**src/sv/assert_macros.svh**
```systemverilog
// Assertion helper macros for the toroidal life block.
// Used by RTL files that carry concurrent assertions; needs clk and rst_n in scope.
`ifndef ASSERT_MACROS_SVH
`define ASSERT_MACROS_SVH

// Property checked at every rising clk edge, disabled while in reset.
`define ASSERT_CLK(lbl, prop, msg) \
  lbl: assert property (@(posedge clk) disable iff (!rst_n) prop) else $error(msg);

// Condition that must never be true.
`define ASSERT_NEVER(lbl, cond, msg) \
  `ASSERT_CLK(lbl, !(cond), msg)

`endif

```
**src/sv/tlgs_pkg.sv**
```systemverilog
// Shared types, constants and helpers for the toroidal life block.
// No dependencies.
package tlgs_pkg;

  localparam int NUM_COLS    = 64;
  localparam int NUM_ROWS    = 64;
  localparam int COL_AW      = $clog2(NUM_COLS);
  localparam int ROW_AW      = $clog2(NUM_ROWS);
  localparam int SIZE_W      = 7;
  localparam int CFG_IDX_W   = 1;
  localparam int CFG_DATA_W  = 7;
  localparam int IN_TDATA_W  = 16;
  localparam int OUT_TDATA_W = 8;

  localparam logic [SIZE_W-1:0] MIN_SIZE = SIZE_W'(3);

  localparam logic [CFG_IDX_W-1:0] CFG_COLS = 1'b0;
  localparam logic [CFG_IDX_W-1:0] CFG_ROWS = 1'b1;

  typedef logic [NUM_COLS-1:0] row_t;

  typedef enum logic [1:0] {
    OP_WRITE   = 2'd0,
    OP_READ    = 2'd1,
    OP_ADVANCE = 2'd2,
    OP_CLEAR   = 2'd3
  } op_t;

  typedef enum logic [1:0] {
    ST_IDLE,
    ST_CELL,
    ST_ADV,
    ST_FIN
  } state_t;

  typedef struct packed {
    logic              rd_en;
    logic [ROW_AW-1:0] rd_addr;
    logic              wr_en;
    logic [ROW_AW-1:0] wr_addr;
    row_t              wr_data;
    logic              clr;
  } mem_req_t;

  function automatic logic [SIZE_W-1:0] clamp_size(input logic [SIZE_W-1:0] v,
                                                   input logic [SIZE_W-1:0] maxv);
    if (v < MIN_SIZE) return MIN_SIZE;
    if (v > maxv) return maxv;
    return v;
  endfunction

endpackage

```
**src/sv/tlgs_grid_mem.sv**
```systemverilog
// Grid row memory: one row per entry, one write and one registered read port.
// Per-row valid bits make unwritten or cleared rows read as all dead. Uses tlgs_pkg.
module tlgs_grid_mem (
  input  logic               clk,
  input  logic               rst_n,
  input  tlgs_pkg::mem_req_t req,
  output tlgs_pkg::row_t     rd_data
);
  import tlgs_pkg::*;

  row_t                grid_r [NUM_ROWS];
  logic [NUM_ROWS-1:0] vld_r;
  row_t                rd_row_r;
  logic                rd_vld_r;

  always_ff @(posedge clk) begin
    if (req.wr_en) begin
      grid_r[req.wr_addr] <= req.wr_data;
    end
    if (req.rd_en) begin
      rd_row_r <= grid_r[req.rd_addr];
    end
  end

  always_ff @(posedge clk) begin
    if (!rst_n) begin
      vld_r    <= '0;
      rd_vld_r <= 1'b0;
    end else begin
      if (req.clr) begin
        vld_r <= '0;
      end else if (req.wr_en) begin
        vld_r[req.wr_addr] <= 1'b1;
      end
      if (req.rd_en) begin
        rd_vld_r <= vld_r[req.rd_addr];
      end
    end
  end

  assign rd_data = rd_vld_r ? rd_row_r : '0;

endmodule

```
**config.mk**
```make
export PLATFORM = sky130hd
export DESIGN_NAME = tlgs_grid_mem
export DESIGN_NICKNAME = d
export VERILOG_FILES = /design/src/sv/assert_macros.svh /design/src/sv/tlgs_pkg.sv /design/src/sv/tlgs_grid_mem.sv
export SDC_FILE = /design/constraint.sdc
export NUM_CORES = 2
export LEC_CHECK = 0
export BUFFER_PORTS_ARGS = -buffer_cell sky130_fd_sc_hd__buf_2
export CORE_MARGIN = 1.5
export CORE_UTILIZATION = 55
export CTS_CLUSTER_DIAMETER = 200
export CTS_CLUSTER_SIZE = 25
export DETAILED_ROUTE_END_ITERATION = 8
export GPL_ROUTABILITY_DRIVEN = 1
export PLACE_DENSITY_LB_ADDON = 0.15
export SLEW_MARGIN = 20
export SYNTH_ARGS = -nofsm -noshare
export SYNTH_HDL_FRONTEND = slang
export SYNTH_SLANG_ARGS = --single-unit
```
**constraint.sdc**
```tcl
create_clock -name clk -period 5.8 [get_ports clk]
set_clock_uncertainty 0.2 [all_clocks]
set_input_delay 0.29 -clock clk [delete_from_list [all_inputs] [get_ports clk]]
set_output_delay 0.29 -clock clk [all_outputs]
set_load 0.01 [all_outputs]
```
# Word-level counts from Yosys, hierarchy flattened
# Memory sizes are Yosys's and may differ from the RTL's. A register that Yosys moved wholly into a read port is not among the register bits.
# Index checks and enable logic that the tools add are counted.
[word_totals]
ramBits = 4096
n_memories = 1
word_cells = 17
output_inout_bits = 64
reg_bits = 65
[memory_table]
columns = ["memory", "words", "word_bits", "read_ports", "rd_clocked_by_memory_dff", "write_ports", "line", "text"]
rows = [
  ["grid_r", 64, 64, 1, 1, 1, "tlgs_grid_mem.sv:11", "row_t grid_r [NUM_ROWS];"],
]
[op_classes]
n_mux = 7
n_bitwise = 2
magnitude_cmp = 3
reduce_logical = 2
[op_table]
columns = ["cell", "count"]
rows = [
  ["$mux 64", 1],
  ["$or 64x64->64", 1],
  ["$lt 6x7->1 const B", 2],
  ["$bmux 1 s6", 1],
  ["$demux 1 s6", 1],
  ["$ge 6x1->1 const B", 1],
  ["$mux 1", 4],
  ["$reduce_or 2->1", 1],
  ["$logic_and 1x1->1", 1],
  ["$not 1->1", 1],
]

# Logic depth before layout (Yosys ltp)
[depth]
word_depth = 5
depth_mapped = 9
mapped_depth_nobuf = 5

# Worst setup path before layout
# No wires, ideal clock.
[synth_timing]
path_kind = "in2reg"
start = "in req[71] in the netlist's numbering"
end = "mem grid_r[40][0] in the netlist's numbering, enable pin"
n_path_buf = 0
arrival_ps = 5170
t_required_ps = 5033
path_slack_ps = -137
stages = 3
cell_sequence = "nor2b_1 -> nand3_1 -> nor3_1"
[synth_between]
elab_chain_len = 2
[synth_rtl]
columns = ["element", "line", "text"]
rows = [
  ["start: declaration", "tlgs_grid_mem.sv:6", "input tlgs_pkg::mem_req_t req,"],
  ["$mux 1", "tlgs_grid_mem.sv:17", "if (req.wr_en) begin"],
  ["$mux 1 (implied by the code)", "tlgs_grid_mem.sv:18", "grid_r[req.wr_addr] <= req.wr_data;"],
  ["end: declaration", "tlgs_grid_mem.sv:11", ""],
]
# Every way passes these cells.

# Worst setup path after layout
[layout_timing]
start = "reg rd_vld_r"
end = "out rd_data[32]"
[layout_between]
elab_chain_len = 1
[layout_rtl]
columns = ["element", "line", "text"]
rows = [
  ["start: declaration", "tlgs_grid_mem.sv:14", "logic rd_vld_r;"],
  ["start signal: assignment", "tlgs_grid_mem.sv:36", "rd_vld_r <= vld_r[req.rd_addr];"],
  ["$mux 64", "tlgs_grid_mem.sv:41", "assign rd_data = rd_vld_r ? rd_row_r : '0;"],
  ["end: declaration", "tlgs_grid_mem.sv:7", "output tlgs_pkg::row_t rd_data"],
]
# Every way passes these cells.

==> run metrics <==
Mapped Cells between 6,000 and 7,000; worst min-delay path category in -> reg; # rows 197; worst slew pin tran ~1.2 ns; clock root cell clkbuf_16; logic gate share of total power under 10%; number of buffers created by CTS 190; clock sink count 4,225; area leader, netlist edfxtp_1; GRT Util Overall between 20% and 30%; WP data arrival 2.96 ns; Startpoint Class register; Iteration-0 DRC Markers around 11,000; Seq pwr share 65.7%; Sw Share between 20 and 25%; final hold viol count 0; fin. max-slew vios 0; Max-Cap Viols 0; fin crit share around three fifths; H-tree depth 4; vias in the first global route ~71,000; Area contributors post-synth edfxtp_1 (78%), mux4_2 (19%), dfxtp_1 (0.81%), clkbuf_1 (0.43%), o21a_1 (0.30%); Post-Syn Area roughly 0.16 sq mm; initial antenna violation count 37; Clock Tree Buf Depth 4; # resized after CTS 0; syn avg cell area around 26 sq um; total grt overflow 0; Layout area overhead 8.23%; first-pass GRT wire length a little under 600,000 um; Antenna Nets Post-Route 0; DR vias approximately 73,000; Initial DRT Pass Iterations 6; clock power share between 20% and 30%; cell-internal power slightly above 40 mW; DRC violations left 0; routability cong. 0.764; crit end category output pin; worst skew pair latency 0.94 ns; syn_nets roughly 6,200; VDD IR max roughly 0.34 mV; Nets roughly 6,600; I/O Buffers about 140; fin cells a little over 10,000; largest net degree at the start of global routing 95; Final TNS setup 0 ns; Die Area slightly below 0.3 sq mm; Leak Pwr between 50 and 60 nW; wirelength, routed 424,000 um; number of placed cells counting well taps approximately 10,000; via/cell ratio roughly 7; Switch Pwr approximately 11 mW; num ports 145; Wirelength per Cell 41.1 um; fmax 290 MHz; die width around 540 um; final setup violation count 0; post-synthesis cell type count 32; Power Density 298 mW/mm^2; Die Y 542 um; RSZ-0062 raised after global routing no; post-detail-place hpwl between 200,000 and 250,000 um; Clk pin slew, worst setup/hold paths around 0.090 ns; layout cells sized above 1 a little under a third; critical path type reg -> out; Core ar. 0.288 sq mm; share of the synthesized area in the top cell type between 70% and 80%; post-synthesis register bit count 4,225; post-layout min period roughly 3.4 ns; Yosys Warn Count 0; slowest stage cell, crit path dfxtp_4; CTS tree built; worst hold margin ~0.05 ns; status finished, final reports clean; WP data required about 5.3 ns; crit-path cells buf_4 > and2_1 > buf_2; slew margin rel. 21.1%; register area share after synthesis roughly four fifths; Initial Util a little under three fifths; filler cell count 19,655; largest fanout on the critical path 34; Worst path max stage delay roughly 0.82 ns
## registers in the layout, indices dropped and copies added, names as in the netlist
signal and flops:
rd_row_r 64, rd_vld_r 1, vld_r 64, grid_r 4096
## kinds of logic (layout without fill, tap and decap cells)
| kind of cell | Yosys count | in the layout | share of synthesized area [%] |
|---|---|---|---|
| DFF | 4225 | 4225 | 79.0 |
| and+or+nand+nor | 173 | 173 | 0.566 |
| buffers and inverters | 327 | 673 | 0.879 |
| muxes | 1364 | 1364 | 19.2 |
| other | 0 | 14 | 0 |
| AOI/OAI and AO/OA | 78 | 78 | 0.365 |
## power groups by stage
stage / combinational, mW / sequential [mW] / clock [mW]
floorplan: 1.65 / 34.5 / 0
global placement: 2.69 / 34.6 / 0
detailed placement: 2.74 / 34.6 / 0
CTS: 2.79 / 33.9 / 15.2
global route: 2.91 / 33.9 / 16.1
finish: 2.75 / 33.9 / 15.0
## stage by stage
step	util, %	area (sq um)	total power [mW]	worst slack, ns
after floorplan	-	160000	36.1	1.46
after global placement	57.9	167000	37.2	2.14
after detailed placement	58.0	167000	37.3	2.14
after CTS	59.9	173000	51.8	2.23
after global routing	59.9	173000	52.9	2.27
final	59.9	173000	51.6	2.35
## layout by cell type (no fill, tap or decap), types with 2 or more instances in the layout
cell type      synthesis  routed
a21oi_1                4       4
a22o_1                 2       2
and2_1                64      64
and3_1                 2       2
and3b_1                3       3
buf_12                 0      79
buf_16                 0       2
buf_2                 87     136
buf_4                 10     162
buf_6                  4       2
buf_8                  0       3
clkbuf_1             184      17
clkbuf_16              0     192
clkinv_8               0       3
dfxtp_1               65      64
diode_2                0      14
dlygate4sd3_1          0      70
edfxtp_1            4160    4160
inv_6                  0       6
mux2_2                 2       2
mux2i_1                6       6
mux4_2              1356    1356
nand2_1                5       5
nand2b_1               7       7
nand3_1               10      10
nand4_1                3       3
nor2_1                63       3
nor2_4                 0      60
nor2b_1                8       7
nor3_4                 0       4
o21a_1                64      64
o311ai_0               2       2
o31ai_1                2       2
or2_2                  2       2
## worst max-delay path: cells and delay by family (launching register included)
kind	cells	cell delay, ns
simple gates	1	0.36
buf+inv	2	0.82
flops	1	0.82
## what timing repair did
action,CTS,global route
setup buffers,0,0
endpoints found under the setup margin,0,0
hold buffers,70,0
hold endpoints to repair,4234,0
## layer usage
layer | vias to the layer above | share of wire [%] | global-route usage, % | wire (um)
met5 | - | 0.018 | 0 | 78
met4 | 14 | 2.4 | 6.21 | 10300
met3 | 534 | 9.3 | 3.89 | 39200
met2 | 3866 | 49 | 47.2 | 209000
met1 | 41039 | 39 | 43.0 | 165000
li1 | 27368 | - | - | -
## final timing paths
check	start	end	slack, ns	cells past startpoint
max	rd_vld_r	rd_data[32]	2.35	3
min	req[65]	grid_r[48][0]	0.05	3
max reg2reg	vld_r[55]	rd_vld_r	3.24	6
min reg2reg	vld_r[57]	vld_r[57]	0.27	1
## synthesized netlist by cell type
| master | number |
|---|---|
| mux2i_1 | 6 |
| mux2_2 | 2 |
| and2_1 | 64 |
| nor2_1 | 63 |
| or2_2 | 2 |
| nand3_1 | 10 |
| buf_6 | 4 |
| buf_4 | 10 |
| a41o_1 | 1 |
| clkbuf_1 | 184 |
| or3_1 | 1 |
| a22o_1 | 2 |
| a31oi_1 | 1 |
| mux4_2 | 1356 |
| o21a_1 | 64 |
| a21oi_1 | 4 |
| nor2b_1 | 8 |
| nor3_1 | 4 |
| buf_1 | 42 |
| and3b_1 | 3 |
| o2111ai_1 | 1 |
| o211ai_1 | 1 |
| edfxtp_1 | 4160 |
| nand3b_1 | 1 |
| nand2b_1 | 7 |
| dfxtp_1 | 65 |
| nand2_1 | 5 |
| o311ai_0 | 2 |
| nand4_1 | 3 |
| o31ai_1 | 2 |
| buf_2 | 87 |
| and3_1 | 2 |
## area by class of cell
type                    instances  area, sq um  area share [%]
diodes                         14         35.0          0.0203
well taps                    3781         4730            2.74
clock inverters                 9          101          0.0586
clock buffers                 209         4870            2.82
flip-flops and latches       4225       126000            73.0
repair buffers                455         4320            2.50
multi-input cells            1615        32600            18.9
(Power assumes the default switching activity.)
