$ cat src/sv/assert_macros.svh
// Assertion helper macros for the toroidal life block.
// Used by RTL files that carry concurrent assertions; needs clk and rst_n in scope.
`ifndef ASSERT_MACROS_SVH
`define ASSERT_MACROS_SVH

// Property checked at every rising clk edge, disabled while in reset.
`define ASSERT_CLK(lbl, prop, msg) \
  lbl: assert property (@(posedge clk) disable iff (!rst_n) prop) else $error(msg);

// Condition that must never be true.
`define ASSERT_NEVER(lbl, cond, msg) \
  `ASSERT_CLK(lbl, !(cond), msg)

`endif

$ cat src/sv/tlgs_pkg.sv
// Shared types, constants and helpers for the toroidal life block.
// No dependencies.
package tlgs_pkg;

  localparam int NUM_COLS    = 64;
  localparam int NUM_ROWS    = 64;
  localparam int COL_AW      = $clog2(NUM_COLS);
  localparam int ROW_AW      = $clog2(NUM_ROWS);
  localparam int SIZE_W      = 7;
  localparam int CFG_IDX_W   = 1;
  localparam int CFG_DATA_W  = 7;
  localparam int IN_TDATA_W  = 16;
  localparam int OUT_TDATA_W = 8;

  localparam logic [SIZE_W-1:0] MIN_SIZE = SIZE_W'(3);

  localparam logic [CFG_IDX_W-1:0] CFG_COLS = 1'b0;
  localparam logic [CFG_IDX_W-1:0] CFG_ROWS = 1'b1;

  typedef logic [NUM_COLS-1:0] row_t;

  typedef enum logic [1:0] {
    OP_WRITE   = 2'd0,
    OP_READ    = 2'd1,
    OP_ADVANCE = 2'd2,
    OP_CLEAR   = 2'd3
  } op_t;

  typedef enum logic [1:0] {
    ST_IDLE,
    ST_CELL,
    ST_ADV,
    ST_FIN
  } state_t;

  typedef struct packed {
    logic              rd_en;
    logic [ROW_AW-1:0] rd_addr;
    logic              wr_en;
    logic [ROW_AW-1:0] wr_addr;
    row_t              wr_data;
    logic              clr;
  } mem_req_t;

  function automatic logic [SIZE_W-1:0] clamp_size(input logic [SIZE_W-1:0] v,
                                                   input logic [SIZE_W-1:0] maxv);
    if (v < MIN_SIZE) return MIN_SIZE;
    if (v > maxv) return maxv;
    return v;
  endfunction

endpackage

$ cat src/sv/tlgs_row_update.sv
// B3/S23 update of one grid row from a three-row window, columns wrap at ncols.
// Columns at or beyond ncols keep their old value. Uses tlgs_pkg.
module tlgs_row_update (
  input  tlgs_pkg::row_t                   top_row,
  input  tlgs_pkg::row_t                   mid_row,
  input  tlgs_pkg::row_t                   bot_row,
  input  logic [tlgs_pkg::SIZE_W-1:0]      ncols,
  output tlgs_pkg::row_t                   new_row
);
  import tlgs_pkg::*;

  localparam logic [3:0] BIRTH_CNT   = 4'd3;
  localparam logic [3:0] SURVIVE_CNT = 4'd2;

  logic [COL_AW-1:0] last_col;

  assign last_col = COL_AW'(ncols - SIZE_W'(1));

  always_comb begin
    logic       tl, tr, ml, mr, bl, br;
    logic [3:0] cnt;
    for (int c = 0; c < NUM_COLS; c++) begin
      if (c == 0) begin
        tl = top_row[last_col];
        ml = mid_row[last_col];
        bl = bot_row[last_col];
      end else begin
        tl = top_row[(c + NUM_COLS - 1) % NUM_COLS];
        ml = mid_row[(c + NUM_COLS - 1) % NUM_COLS];
        bl = bot_row[(c + NUM_COLS - 1) % NUM_COLS];
      end
      if (COL_AW'(c) == last_col || c == NUM_COLS - 1) begin
        tr = top_row[0];
        mr = mid_row[0];
        br = bot_row[0];
      end else begin
        tr = top_row[(c + 1) % NUM_COLS];
        mr = mid_row[(c + 1) % NUM_COLS];
        br = bot_row[(c + 1) % NUM_COLS];
      end
      cnt = 4'(tl) + 4'(top_row[c]) + 4'(tr) + 4'(ml) + 4'(mr)
          + 4'(bl) + 4'(bot_row[c]) + 4'(br);
      if (SIZE_W'(c) < ncols) begin
        new_row[c] = (cnt == BIRTH_CNT) || (mid_row[c] && cnt == SURVIVE_CNT);
      end else begin
        new_row[c] = mid_row[c];
      end
    end
  end

endmodule

$ cat config.mk
export PLATFORM = sky130hd
export DESIGN_NAME = tlgs_row_update
export DESIGN_NICKNAME = d
export VERILOG_FILES = /design/src/sv/assert_macros.svh /design/src/sv/tlgs_pkg.sv /design/src/sv/tlgs_row_update.sv
export SDC_FILE = /design/constraint.sdc
export NUM_CORES = 1
export LEC_CHECK = 0
export BUFFER_PORTS_ARGS = -buffer_cell sky130_fd_sc_hd__clkbuf_2
export CORE_ASPECT_RATIO = 1.4
export CORE_MARGIN = 2
export CORE_UTILIZATION = 30
export DETAILED_ROUTE_END_ITERATION = 10
export GPL_TIMING_DRIVEN = 0
export PLACE_DENSITY = 0.47
export SYNTH_ARGS = -nofsm -noshare
export SYNTH_HDL_FRONTEND = slang
export SYNTH_SLANG_ARGS = --single-unit
$ cat constraint.sdc
create_clock -name vclk -period 7.1
set_input_delay 1.065 -clock vclk [all_inputs]
set_output_delay 1.065 -clock vclk [all_outputs]
set_load 0.005 [all_outputs]
# After elaboration in Yosys (flattened, before gate mapping)

Cells that the tools add are included.

Bits in registers: 0

$add $sub $neg: 449
$lt $le $gt $ge: 65
Equal/unequal tests: 190
Multiplexer cells: 259
Reductions and logical operators: 129

Operator list:

| cell                                                        | count |
|---|---|
| adder 4 x 1 -> 4 bit                                        | 256 |
| == test 4 x 2 -> 1 bit (second input constant)              | 128 |
| adder 3 x 1 -> 4 bit                                        | 64 |
| 2-to-1 mux 1 bit                                            | 256 |
| less-than comparator 6 x 7 -> 1 bit (first input constant)  | 32 |
| adder 2 x 1 -> 3 bit                                        | 64 |
| == test 6 bit (first input constant)                        | 31 |
| adder 1 x 1 -> 2 bit                                        | 64 |
| less-than comparator 5 x 7 -> 1 bit (first input constant)  | 16 |
| == test 5 x 6 -> 1 bit (first input constant)               | 16 |
| logical AND 1 bit                                           | 64 |
| logical OR 1 bit                                            | 64 |
| less-than comparator 4 x 7 -> 1 bit (first input constant)  | 8 |
| == test 4 x 6 -> 1 bit (first input constant)               | 8 |
| less-than comparator 3 x 7 -> 1 bit (first input constant)  | 4 |
| == test 3 x 6 -> 1 bit (first input constant)               | 4 |
| binary-select mux 1 bit (select 6 bit)                      | 3 |
| less-than comparator 1 x 7 -> 1 bit (first input constant)  | 2 |
| less-than comparator 2 x 7 -> 1 bit (first input constant)  | 2 |
| == test 2 x 6 -> 1 bit (first input constant)               | 2 |
| less-than comparator 6 x 7 -> 1 bit (second input constant) | 1 |
| == test 1 x 6 -> 1 bit (first input constant)               | 1 |
| logical NOT 6 bit                                           | 1 |
| subtractor 6 x 1 -> 6 bit (second input constant)           | 1 |

# Logic depth before layout (Yosys ltp)

Depth in word-level cells: 14
Depth in mapped cells: 21
Gate-level depth less buffers: 18

# Worst setup path after synthesis

OpenSTA, ideal clock, no wires.

Kind: in2out
From: in ncols[0] (netlist bit)
To: out new_row[0]
Data arrival time: 5.875 ns
Data required time: 6.035 ns
Path slack: 0.160 ns
Cell stages on the path: 19
Path buffers: 3
Path through: clkbuf_8 inv_2 ha_1 buf_1 clkbuf_1 mux4_2 mux2_2 a221oi_1 a22oi_1 fa_1 inv_1 fa_1 fa_1 inv_1 ha_1 fa_1 o21ai_0 nand2_1 a21oi_1

Cells in the longest elaborated chain, start to end: 14
Elaborated cells on any way between the ends: 24
Those cells by class: add/sub: 8; order compare: 1; eq/ne: 2; mux: 10; reduce/logical: 3

Ends and longest elaborated chain:

| what                                   | line                  | RTL |
|---|---|---|
| from (decl)                            | tlgs_row_update.sv:7  | `input logic [tlgs_pkg::SIZE_W-1:0] ncols,` |
| subtractor 6 x 1 -> 6 bit              | tlgs_row_update.sv:17 | `assign last_col = COL_AW'(ncols - SIZE_W'(1));` |
| binary-select mux 1 bit (select 6 bit) | tlgs_row_update.sv:24 | `tl = top_row[last_col];` |
| 2-to-1 mux 1 bit (implied by the code) | tlgs_row_update.sv:24 |  |
| adder 1 x 1 -> 2 bit                   | tlgs_row_update.sv:41 | `cnt = 4'(tl) + 4'(top_row[c]) + 4'(tr) + 4'(ml) + 4'(mr)` |
| adder 2 x 1 -> 3 bit                   | tlgs_row_update.sv:41 |  |
| adder 3 x 1 -> 4 bit                   | tlgs_row_update.sv:41 |  |
| adder 4 x 1 -> 4 bit                   | tlgs_row_update.sv:41 |  |
| adder 4 x 1 -> 4 bit (3 in series)     | tlgs_row_update.sv:42 | `+ 4'(bl) + 4'(bot_row[c]) + 4'(br);` |
| == test 4 x 2 -> 1 bit                 | tlgs_row_update.sv:44 | `new_row[c] = (cnt == BIRTH_CNT) \|\| (mid_row[c] && cnt == SURVIVE_CNT);` |
| logical AND 1 bit                      | tlgs_row_update.sv:44 |  |
| logical OR 1 bit                       | tlgs_row_update.sv:44 |  |
| 2-to-1 mux 1 bit (*)                   | tlgs_row_update.sv:43 | `if (SIZE_W'(c) < ncols) begin` |
| to (decl)                              | tlgs_row_update.sv:8  | `output tlgs_pkg::row_t new_row` |

Mark *: on every way between the ends. The rest lies on a longest branch, timed or not. The select of a mux whose other input is x is not followed.

# Worst setup path in the final report

Same ends and word-level chain as after synthesis.

==> qor.yml <==
cell_internal_pwr_uw: 1023
yosysTopAreaCell: "fa_1"
antenna_found_initial: 2
dp_hpwl_mm: 52.91
synth_top_family_by_area: "adder cells"
total_power_uw: 2354
min_path_type: "in2out"
synth.distinct_cells: 58
final.period_utilization: 0.9851
post_synth_and_or_nand_nor_area_fraction: 0.09652
grt_pass1_wl_mm: 93.41
syn-num-nets: 2261
syn_inst: 1609
crit_path_frequent_cell: "fa_1"
synth-xor-area-share: 0.001682
worst-path-buf-inv: 8
rows: 98
die-area_sq_um: 53930
synth_top_cell_area_share: 0.3281
nets: 2537
post-route-min-period_ns: 6.994
syn_to_final_growth_pct: 16.17
path_class: "in2out"
die_height_um: 274.0
hold_viol: 0
seq_area_sq_um: 0
final_area_sq_um: 18150
slew_headroom: 0.1601
num-fill-cells: 5385
diodes: 0
crit_chain: "buf_2 > buf_8 > inv_8 > ha_4 > buf_12 > clkbuf_16 > mux4_2 > mux2_4 > a221oi_4 > a22oi_2 > fa_1 > inv_1 > fa_1 > fa_1 > inv_1 > ha_1 > fa_2 > nand2_1 > a21oi_4 > clkbuf_2"
drc: 0
comb_power_share: 1.000
synth_common_cells: "fa_1 (256), a21oi_1 (227), inv_1 (208)"
timing.hold.ws_ns: 2.472
fmax_mhz: 143.0
final_cells: 2533
worstMarginPinSlew_ns: 1.260
crit_slowest_cell: "fa_1"
drive_gt1_frac: 0.2687
synth_area_sq_um: 15620
grt.total_usage: 0.2310
placed_cells: 2518
die_w_um: 196.9
cp-end-kind: "output port"
ant_nets: 0
drtPass1Iterations: 5
synth_compound_area_frac: 0.1220
viasPerCell: 5.446
leakage_uw: 0.009034
fin_tns_setup_ns: 0
drt-total-wl_mm: 62.25
crit_path_start_kind: "input port"
critPathMaxFanout: 10
outcome: "finished clean"
slowest_delay_ns: 0.56
grt_max_degree: 11
gp_congestion: 0.9016
swShare: 0.5654
nFlopsAndLatches: 0
finalSetupViolations: 0
initialDrtViolationCount: 722
dpl_cell_area_sq_um: 17730
via_count: 13795
p_seq_frac: 0
synth_fa_ha_area_frac: 0.4859
io_pins: 263
synth_most_common_cell: "fa_1"
wl_per_cell_um: 24.58
nClkBuffers: 0
crit_family: "adder cells"
p_per_area_nw_per_um2: 129.7
maxCapViolations: 0
ctsHoldBuffers: 0
postSynthAreaPerCell_sq_um: 9.708
worstPathArrival_ns: 5.93
required_ns: 6.03
start_util: 0.3048
peakVddDrop_mv: 0.04975
yosysSeqAreaShare: 0
power.switching_uw: 1331
clkPwrFrac: 0
synthMuxAreaShare: 0.2135
maxSlewViolCount: 0
synthTopCellsByArea: "fa_1 (33%), ha_1 (16%), mux2i_1 (8.8%)"
grt_pass1_vias: 14771
port_buffers: 259
overflow: 0
core_area_sq_um: 51250
yosysWarnings: 0
## power groups by stage
stage,sequential (uW),combinational (uW),clock [uW]
floorplan,0,1540,0
global placement,0,2220,0
detailed placement,0,2310,0
CTS,0,2360,0
global route,0,2720,0
finish,0,2350,0
## final cells by class
class	count	area, sq um	share of cell area
tap	650	813.3	0.04482
timing repair buffer	274	1426	0.07860
multi-input combinational	1325	14500	0.7989
inverter	209	792.0	0.04365
buffer	75	616.8	0.03399
## layout by cell type, fill, tap and decap left out, drive strengths merged, types with 19 or more instances in the layout
master | synthesis | final
a21oi | 229 | 229
nand3 | 137 | 137
clkbuf | 45 | 303
mux2 | 77 | 77
inv | 209 | 209
fa | 256 | 256
ha | 197 | 197
nand2 | 76 | 76
mux4 | 47 | 47
a21o | 19 | 19
o21ai | 75 | 75
buf | 25 | 41
mux2i | 137 | 137
## cell families (layout without fill, tap and decap cells)
kind of cell / after synthesis / after routing
adder cells (fa/ha/maj): 453 / 453
XOR/XNOR: 3 / 3
AND/OR/NAND/NOR: 262 / 262
AO/OA/AOI/OAI: 346 / 346
buffers and inverters: 284 / 558
multiplexers: 261 / 261
## worst paths after layout
kind	start	to	slack [ns]	cells after the start
setup / recovery	ncols[0]	new_row[0]	0.11	20
hold / removal	mid_row[14]	new_row[14]	2.47	4
## worst min-delay path, stage by stage
cell      delay (ns)
clkbuf_2        0.12
inv_1           0.06
a21oi_1         0.05
clkbuf_2        0.10
## per-stage QoR
stage	worst slack [ns]	utilization
after floorplan	0.1603	-
after global placement	-2.049	0.3459
after detailed placement	-2.082	0.3460
after CTS	-0.1276	0.3506
after global routing	-0.01161	0.3540
final	0.1060	0.3540
## timing repair
item                                    CTS  global route
buffers inserted                          2            12
gates cloned                              0             1
pin swaps                                 3             5
endpoints found under the hold margin     0             0
endpoints found under the setup margin   14            32
gates resized for setup                  57            19
## layer usage
layer	track usage	vias up	share of wire
met5	0	-	0.00037
met4	0.08904	4	0.047
met3	0.02079	110	0.047
met2	0.4236	435	0.52
met1	0.2782	7039	0.39
li1	-	6207	-
(Power assumes the default switching activity.)
